### src/hdl/radius_neighbor_detector_macros.svh
// assertion macros for the radius neighbor detector
`ifndef RADIUS_NEIGHBOR_DETECTOR_MACROS_SVH
`define RADIUS_NEIGHBOR_DETECTOR_MACROS_SVH
`ifndef SYNTH
// same-cycle implication, disabled while in reset
`define RND_ASSERT_IMP(label, clk, rst_n, ante, cons) \
    label: assert property (@(posedge clk) disable iff (!rst_n) (ante) |-> (cons)) \
        else $error("assertion failed: implication");
// next-cycle implication, disabled while in reset
`define RND_ASSERT_NXT(label, clk, rst_n, ante, cons) \
    label: assert property (@(posedge clk) disable iff (!rst_n) (ante) |=> (cons)) \
        else $error("assertion failed: next-cycle implication");
`else
`define RND_ASSERT_IMP(label, clk, rst_n, ante, cons)
`define RND_ASSERT_NXT(label, clk, rst_n, ante, cons)
`endif
`endif

### src/hdl/rnd_pkg.sv
// shared constants and beat types for the radius neighbor detector
`timescale 1ns / 1ps
package rnd_pkg;

    localparam int MAX_AGENTS = 32;
    localparam int COORD_BITS = 16;

    localparam int FIELD_W  = 16;
    localparam int AIDX_W   = 5;
    localparam int MASK_W   = 32;
    localparam int R2_W     = 2 * FIELD_W;
    localparam int IDX_W    = $clog2(MAX_AGENTS + 1);
    localparam int SQ_W     = 2 * COORD_BITS;
    localparam int CMP_W    = (SQ_W + 1 > R2_W) ? SQ_W + 1 : R2_W;

    typedef struct packed {
        logic                      frame_start;
        logic signed [FIELD_W-1:0] pos_x;
        logic signed [FIELD_W-1:0] pos_y;
        logic        [FIELD_W-1:0] comm_range;
    } t_in_beat;

    typedef struct packed {
        logic [AIDX_W-1:0] agent_index;
        logic [MASK_W-1:0] neighbor_mask;
        logic              full_res;
    } t_out_beat;

    // query travelling down the chain one cell per cycle while the chain advances
    typedef struct packed {
        logic                         vld;
        logic signed [COORD_BITS-1:0] x;
        logic signed [COORD_BITS-1:0] y;
        logic        [R2_W-1:0]       r2;
        logic        [IDX_W-1:0]      idx;
        logic                         full;
    } t_hdr;

    // neighbor mask wave that trails its query down the chain
    typedef struct packed {
        logic              vld;
        logic [IDX_W-1:0]  idx;
        logic              full;
        logic [MASK_W-1:0] mask;
    } t_msk;

endpackage

### src/hdl/rnd_cell.sv
// one agent slot: stores a position and tests passing queries against it
`timescale 1ns / 1ps
module rnd_cell (
    input  logic                          i_clk,
    input  logic                          i_rst_n,
    input  logic                          i_adv,
    input  logic [rnd_pkg::IDX_W-1:0]     i_cell_idx,
    input  rnd_pkg::t_hdr                 i_hdr,
    output rnd_pkg::t_hdr                 o_hdr,
    input  rnd_pkg::t_msk                 i_msk,
    output rnd_pkg::t_msk                 o_msk
);

    localparam int CB = rnd_pkg::COORD_BITS;

    rnd_pkg::t_hdr                  r_hdr;
    rnd_pkg::t_msk                  r_msk;
    logic signed [CB-1:0]           r_st_x;
    logic signed [CB-1:0]           r_st_y;
    logic [CB-1:0]                  r_dx;
    logic [CB-1:0]                  r_dy;
    logic [rnd_pkg::R2_W-1:0]       r_r2_a;
    logic                           r_en_a;
    logic [rnd_pkg::SQ_W-1:0]       r_sx;
    logic [rnd_pkg::SQ_W-1:0]       r_sy;
    logic [rnd_pkg::R2_W-1:0]       r_r2_b;
    logic                           r_en_b;

    logic signed [CB:0]             w_diff_x;
    logic signed [CB:0]             w_diff_y;
    logic [CB-1:0]                  n_dx;
    logic [CB-1:0]                  n_dy;
    logic                           n_en;
    logic [rnd_pkg::SQ_W-1:0]       w_sqx;
    logic [rnd_pkg::SQ_W-1:0]       w_sqy;
    logic [rnd_pkg::CMP_W-1:0]      w_sum;
    logic                           w_hit;
    logic [rnd_pkg::MASK_W-1:0]     w_bit;
    logic                           w_store;

    always_comb begin
        w_diff_x = {i_hdr.x[CB-1], i_hdr.x} - {r_st_x[CB-1], r_st_x};
        w_diff_y = {i_hdr.y[CB-1], i_hdr.y} - {r_st_y[CB-1], r_st_y};
        n_dx = w_diff_x[CB] ? CB'(-w_diff_x) : w_diff_x[CB-1:0];
        n_dy = w_diff_y[CB] ? CB'(-w_diff_y) : w_diff_y[CB-1:0];
        // only slots filled earlier in the frame take part
        n_en = i_hdr.vld && (i_cell_idx < i_hdr.idx);
        w_store = i_hdr.vld && !i_hdr.full && (i_hdr.idx == i_cell_idx);
    end

    assign w_sqx = r_dx * r_dx;
    assign w_sqy = r_dy * r_dy;
    assign w_sum = rnd_pkg::CMP_W'(r_sx) + rnd_pkg::CMP_W'(r_sy);
    assign w_hit = r_en_b && (w_sum < rnd_pkg::CMP_W'(r_r2_b));
    // slots past the mask width shift out to zero
    assign w_bit = w_hit ? (rnd_pkg::MASK_W'(1) << i_cell_idx) : '0;

    always_ff @(posedge i_clk) begin
        if (!i_rst_n) begin
            r_hdr.vld <= 1'b0;
            r_msk.vld <= 1'b0;
            r_en_a    <= 1'b0;
            r_en_b    <= 1'b0;
        end else if (i_adv) begin
            r_hdr.vld <= i_hdr.vld;
            r_msk.vld <= i_msk.vld;
            r_en_a    <= n_en;
            r_en_b    <= r_en_a;
        end
    end

    always_ff @(posedge i_clk) begin
        if (i_adv) begin
            r_hdr.x    <= i_hdr.x;
            r_hdr.y    <= i_hdr.y;
            r_hdr.r2   <= i_hdr.r2;
            r_hdr.idx  <= i_hdr.idx;
            r_hdr.full <= i_hdr.full;
            r_dx       <= n_dx;
            r_dy       <= n_dy;
            r_r2_a     <= i_hdr.r2;
            r_sx       <= w_sqx;
            r_sy       <= w_sqy;
            r_r2_b     <= r_r2_a;
            r_msk.idx  <= i_msk.idx;
            r_msk.full <= i_msk.full;
            r_msk.mask <= i_msk.mask | w_bit;
            if (w_store) begin
                r_st_x <= i_hdr.x;
                r_st_y <= i_hdr.y;
            end
        end
    end

    assign o_hdr = r_hdr;
    assign o_msk = r_msk;

endmodule
### config.mk
export PLATFORM = sky130hd
export DESIGN_NAME = rnd_cell
export DESIGN_NICKNAME = d
export VERILOG_FILES = /design/src/hdl/radius_neighbor_detector_macros.svh /design/src/hdl/rnd_pkg.sv /design/src/hdl/rnd_cell.sv
export SDC_FILE = /design/constraint.sdc
export NUM_CORES = 1
export LEC_CHECK = 0
export BUFFER_PORTS_ARGS = -buffer_cell sky130_fd_sc_hd__clkbuf_2
export CAP_MARGIN = 20
export CORE_ASPECT_RATIO = 0.6
export CORE_MARGIN = 10
export CORE_UTILIZATION = 30
export DETAILED_ROUTE_END_ITERATION = 8
export HOLD_SLACK_MARGIN = 0.06
export SLEW_MARGIN = 0
export SYNTH_ARGS = -nofsm -noshare
export SYNTH_HDL_FRONTEND = slang
export SYNTH_SLANG_ARGS = --single-unit
### constraint.sdc
create_clock -name i_clk -period 8.8 [get_ports i_clk]
set_input_delay 1.32 -clock i_clk [delete_from_list [all_inputs] [get_ports i_clk]]
set_output_delay 1.32 -clock i_clk [all_outputs]
set_load 0.02 [all_outputs]
# Word-level counts from Yosys, hierarchy flattened
# Index checks and enable logic that the tools add are counted.
[classes]
n_addsub = 5
n_mul = 2
n_lt_le_gt_ge = 2
n_eq_ne = 1
n_shift = 1
n_mux = 3
bitwise = 1
reduce_logical = 6
[op_table]
columns = ["op", "count"]
rows = [
  ["multiplier 16 x 16 -> 32 bit", 2],
  ["subtractor 16 x 16 -> 17 bit", 2],
  ["adder 32 x 32 -> 33 bit", 1],
  ["< comparator 33 x 32 -> 1 bit", 1],
  ["2-to-1 mux 16 bit", 2],
  ["2-to-1 mux 32 bit", 1],
  ["negation 16 bit", 2],
  ["OR 32 bit", 1],
  ["<< shifter 1 x 6 -> 32 bit (first input constant)", 1],
  ["equality test 6 bit", 1],
  ["< comparator 6 bit", 1],
  ["logical AND 1 bit", 4],
  ["AND reduction 2 bit", 1],
  ["logical NOT 1 bit", 1],
]
[totals]
ff_bits = 274
input_bits = 121

# Depth between registers and ports, before layout
[depth]
ltp_word = 5
mapped_depth = 26
mapped_depth_nobuf = 25

# Worst setup path after synthesis
# Ideal clock, no wire load.
[synth_path]
path_kind = "reg-to-reg"
start = "register r_dy[14]"
end = "register r_sy[31] (netlist name) (data pin)"
t_arrival_ns = 6.465
required_ns = 8.540
path_slack_ns = 2.075
stages_incl_launch_ff = 24
synth_period_minus_slack_ns = 6.725
path_cell_list = "edfxtp_1 > clkbuf_1 > clkbuf_1 > nand2_1 > fa_1 > fa_1 > inv_1 > fa_1 > fa_1 > fa_1 > inv_1 > fa_1 > inv_1 > ha_1 > a21o_1 > a21o_1 > a221o_1 > a2111oi_4 > a21oi_2 > a21o_1 > or4_4 > a31o_1 > a21oi_2 > xnor2_1"
[synth_via]
elab_chain_len = 1
[synth_lines]
columns = ["item", "line_no", "source"]
rows = [
  ["start, declared", "rnd_cell.sv:21", "logic [CB-1:0] r_dy;"],
  ["start signal, assigned", "rnd_cell.sv:80", "r_dy <= n_dy;"],
  ["multiplier 16 x 16 -> 32 bit", "rnd_cell.sv:52", "assign w_sqy = r_dy * r_dy;"],
  ["net w_sqy, one bit", "rnd_cell.sv:35", "logic [rnd_pkg::SQ_W-1:0] w_sqy;"],
  ["end signal, assigned", "rnd_cell.sv:83", "r_sy <= w_sqy;"],
  ["end, declared", "rnd_cell.sv:25", "logic [rnd_pkg::SQ_W-1:0] r_sy;"],
]
# The timed path passes the listed nets, and every way through them passes these cells.
# A chain may end at the register's enable or synchronous reset.

# Final worst setup path
[layout_path]
start = "register r_dx[2]"
end = "register r_sx[31] (netlist name) (data pin)"
[layout_via]
elab_chain_len = 1
[layout_lines]
columns = ["item", "line_no", "source"]
rows = [
  ["start, declared", "rnd_cell.sv:20", "logic [CB-1:0] r_dx;"],
  ["start signal, assigned", "rnd_cell.sv:79", "r_dx <= n_dx;"],
  ["multiplier 16 x 16 -> 32 bit", "rnd_cell.sv:51", "assign w_sqx = r_dx * r_dx;"],
  ["net w_sqx, one bit", "rnd_cell.sv:34", "logic [rnd_pkg::SQ_W-1:0] w_sqx;"],
  ["end signal, assigned", "rnd_cell.sv:82", "r_sx <= w_sqx;"],
  ["end, declared", "rnd_cell.sv:24", "logic [rnd_pkg::SQ_W-1:0] r_sx;"],
]
# The timed path passes the listed nets, and every way through them passes these cells.

==> qor.csv <==
metric;value;unit
synth_nets;3353;
hold_path_class;reg2reg;
clock.fmax;137.3;MHz
die_area;0.1040;sq mm
fp.dieW;409.8;microns
startpoint_type;flip-flop;
cts_setup_buffers;0;
routedWlPerCell;16.20;microns
clock-sinks;272;
syn_to_final_growth;13.57;%
rsz0062_at_grt;no;
place_ws;1555;ps
crit_chain;inv_1 > nor2_1 > ha_1 > xor2_1 > fa_1 > inv_1 > fa_1 > fa_1 > fa_1 > inv_1 > fa_1 > inv_1 > ha_1 > a21o_1 > a21o_1 > a2111oi_0 > nor3_1 > a211oi_1 > a31oi_1 > o41ai_2 > o2111ai_1 > a21oi_1 > xnor2_1;
slew_viol_final;0;
htreeDepth;2;
wirelength;65940;microns
grt.overflow.total;0;
grt_max_degree;70;
grt_usage;12.65;%
worstMarginPinSlew;1086;ps
crit_required;9120;ps
ys_seq_elements;272;
routabilityCongestion;0.8505;
route.detailed.drc;0;
crit_fanout;16;
min_period;7285;ps
crit_top_cell;fa_1;
num_rows;85;
synth_warnings;0;
synth_top_area_share;29.43;%
cts_buffers;35;
antenna_left;0;
setup_ws;1515;ps
synth_common_cells;inv_1, fa_1, ha_1;
synthTopCellsByArea;edfxtp_1, fa_1, ha_1;
synth-async-reset-ratio;0;%
critPathArrivalTime;7600;ps
fin_nets;3579;
core;0.09008;sq mm
max_slew_margin;27.61;%
tritoncts;built;
synth_edf_count;268;
cts_hold_buffers;0;
grt_pass1_wl;105000;microns
setup_viol;0;
pin_count;233;
synthCells;2600;
cts_buffer_depth;3;
post_drt_via_cell_ratio;4.522;
hold_viol;0;
cts-root-buf;clkbuf_16;
cts.clk_slew.worst_paths;70;ps
clkLatencyLatePin;580;ps
synth_flop_cell;edfxtp_1;
period_share;82.78;%
dp_hpwl;53690;microns
drive_gt1_share;11.64;%
finalSetupTns;0;ps
maxCapViolCount;0;
syn-mean-instance-area;10.52;sq um
critical_path_class;reg2reg;
grt_pass1_vias;18610;
status;complete, no violations;
ys_types;69;
ctsResizeCount;0;
port-buffer-count;232;
dieHeight;253.9;microns
synth_top_area_cell;edfxtp_1;
critPathCaptureType;flip-flop;
vias;18410;
first_pass_iters;5;
yosysSeqAreaShare;29.72;%
mappedNetlistArea;0.02735;sq mm
finClkSkew;32.57;ps
start_util;30.36;%
drtIter0Drc;1202;
synth.most_common_cell;inv_1;
antenna_found_initial;4;
max_stage_delay;810;ps
slowest_stage;edfxtp_1;
[critical path: cells and delay by family, from the launching register on]
family	cells	cell delay, ps
and+or+nand+nor	2	350
DFF	1	810
buffers and inverters	4	340
adders and majority gates	7	3090
xor gates and xnor gates	2	270
AOI/OAI and AO/OA	8	2150
[state kept, by name, summed over array words and instances (netlist names)]
signal / cells
o_hdr: 40
o_msk: 40
r_dx: 16
r_dy: 16
r_en_a: 1
r_en_b: 1
r_r2_a: 32
r_r2_b: 32
r_st_x: 16
r_st_y: 16
r_sx: 31
r_sy: 31
[per-stage QoR]
step	util (%)	area [sq um]	hold WS, ps	cells
6_report	34.48	31060	447.1	4071
5_1_grt	34.48	31060	461.0	4070
4_1_cts	34.46	31040	450.7	4068
3_5_place_dp	33.20	29900	434.6	4005
3_3_place_gp	33.20	29900	431.9	4005
2_1_floorplan	-	27350	453.8	2600
[cell usage in the layout, fill, tap and decap left out, types with 15 or more instances in the layout]
cell         n
xnor2_1     94
nor2b_1     22
o21ai_0     36
o21a_1      29
o21bai_1    18
fa_1       326
and2_1      80
nor2_1     119
xor2_1      56
ha_1       306
inv_1      602
nand3_1     24
edfxtp_1   268
clkbuf_2   231
a21oi_1    100
nand2_1    182
clkbuf_16   36
a21o_1      74
nand2b_1    15
nor3_1      23
[kinds of logic (layout without fill, tap and decap cells)]
logic type,Yosys count,after routing,synth area share [%]
xor gates and xnor gates,150,150,4.804
DFF,272,272,29.72
AOI/OAI and AO/OA,346,346,8.656
buffers and inverters,655,907,9.008
other,0,1,0
muxes,9,9,0.3477
and+or+nand+nor,536,536,9.603
adders and majority gates,632,632,37.86
[layer usage]
metal  vias to the layer above  routed length (microns)  part of all wire, %  track usage (%)
met3                        56                     5077                  7.7            3.057
met4                         0                     1081                  1.6            2.395
met1                      8936                    35550                   54            20.51
li1                       8887                        -                    -                -
met2                       530                    24230                   37            16.36
met5                         -                        0                    0                0
[area by class of cell]
class	count	area, sq um
Multi-Input combinational cell	1673	16760
Tap cell	1218	1524
Inverter	602	2260
Sequential cell	272	8128
Timing Repair Buffer	242	1246
Fill cell	9112	59020
Clock buffer	44	930.9
Antenna cell	1	2.502
Clock inverter	19	207.7
[worst paths after layout]
check	from	slack [ps]	cells past startpoint	end
min	r_r2_a[18]$_DFFE_PP_	450	0	r_r2_b[18]$_DFFE_PP_
max reg2reg	r_dx[2]$_DFFE_PP_	1520	23	r_sx[31]$_DFFE_PP_
max	r_dx[2]$_DFFE_PP_	1520	23	r_sx[31]$_DFFE_PP_
min reg2reg	r_r2_a[18]$_DFFE_PP_	450	0	r_r2_b[18]$_DFFE_PP_
Power is not shown: default switching activity piles up to over one toggle a cycle in this logic, so the estimate is an artifact.
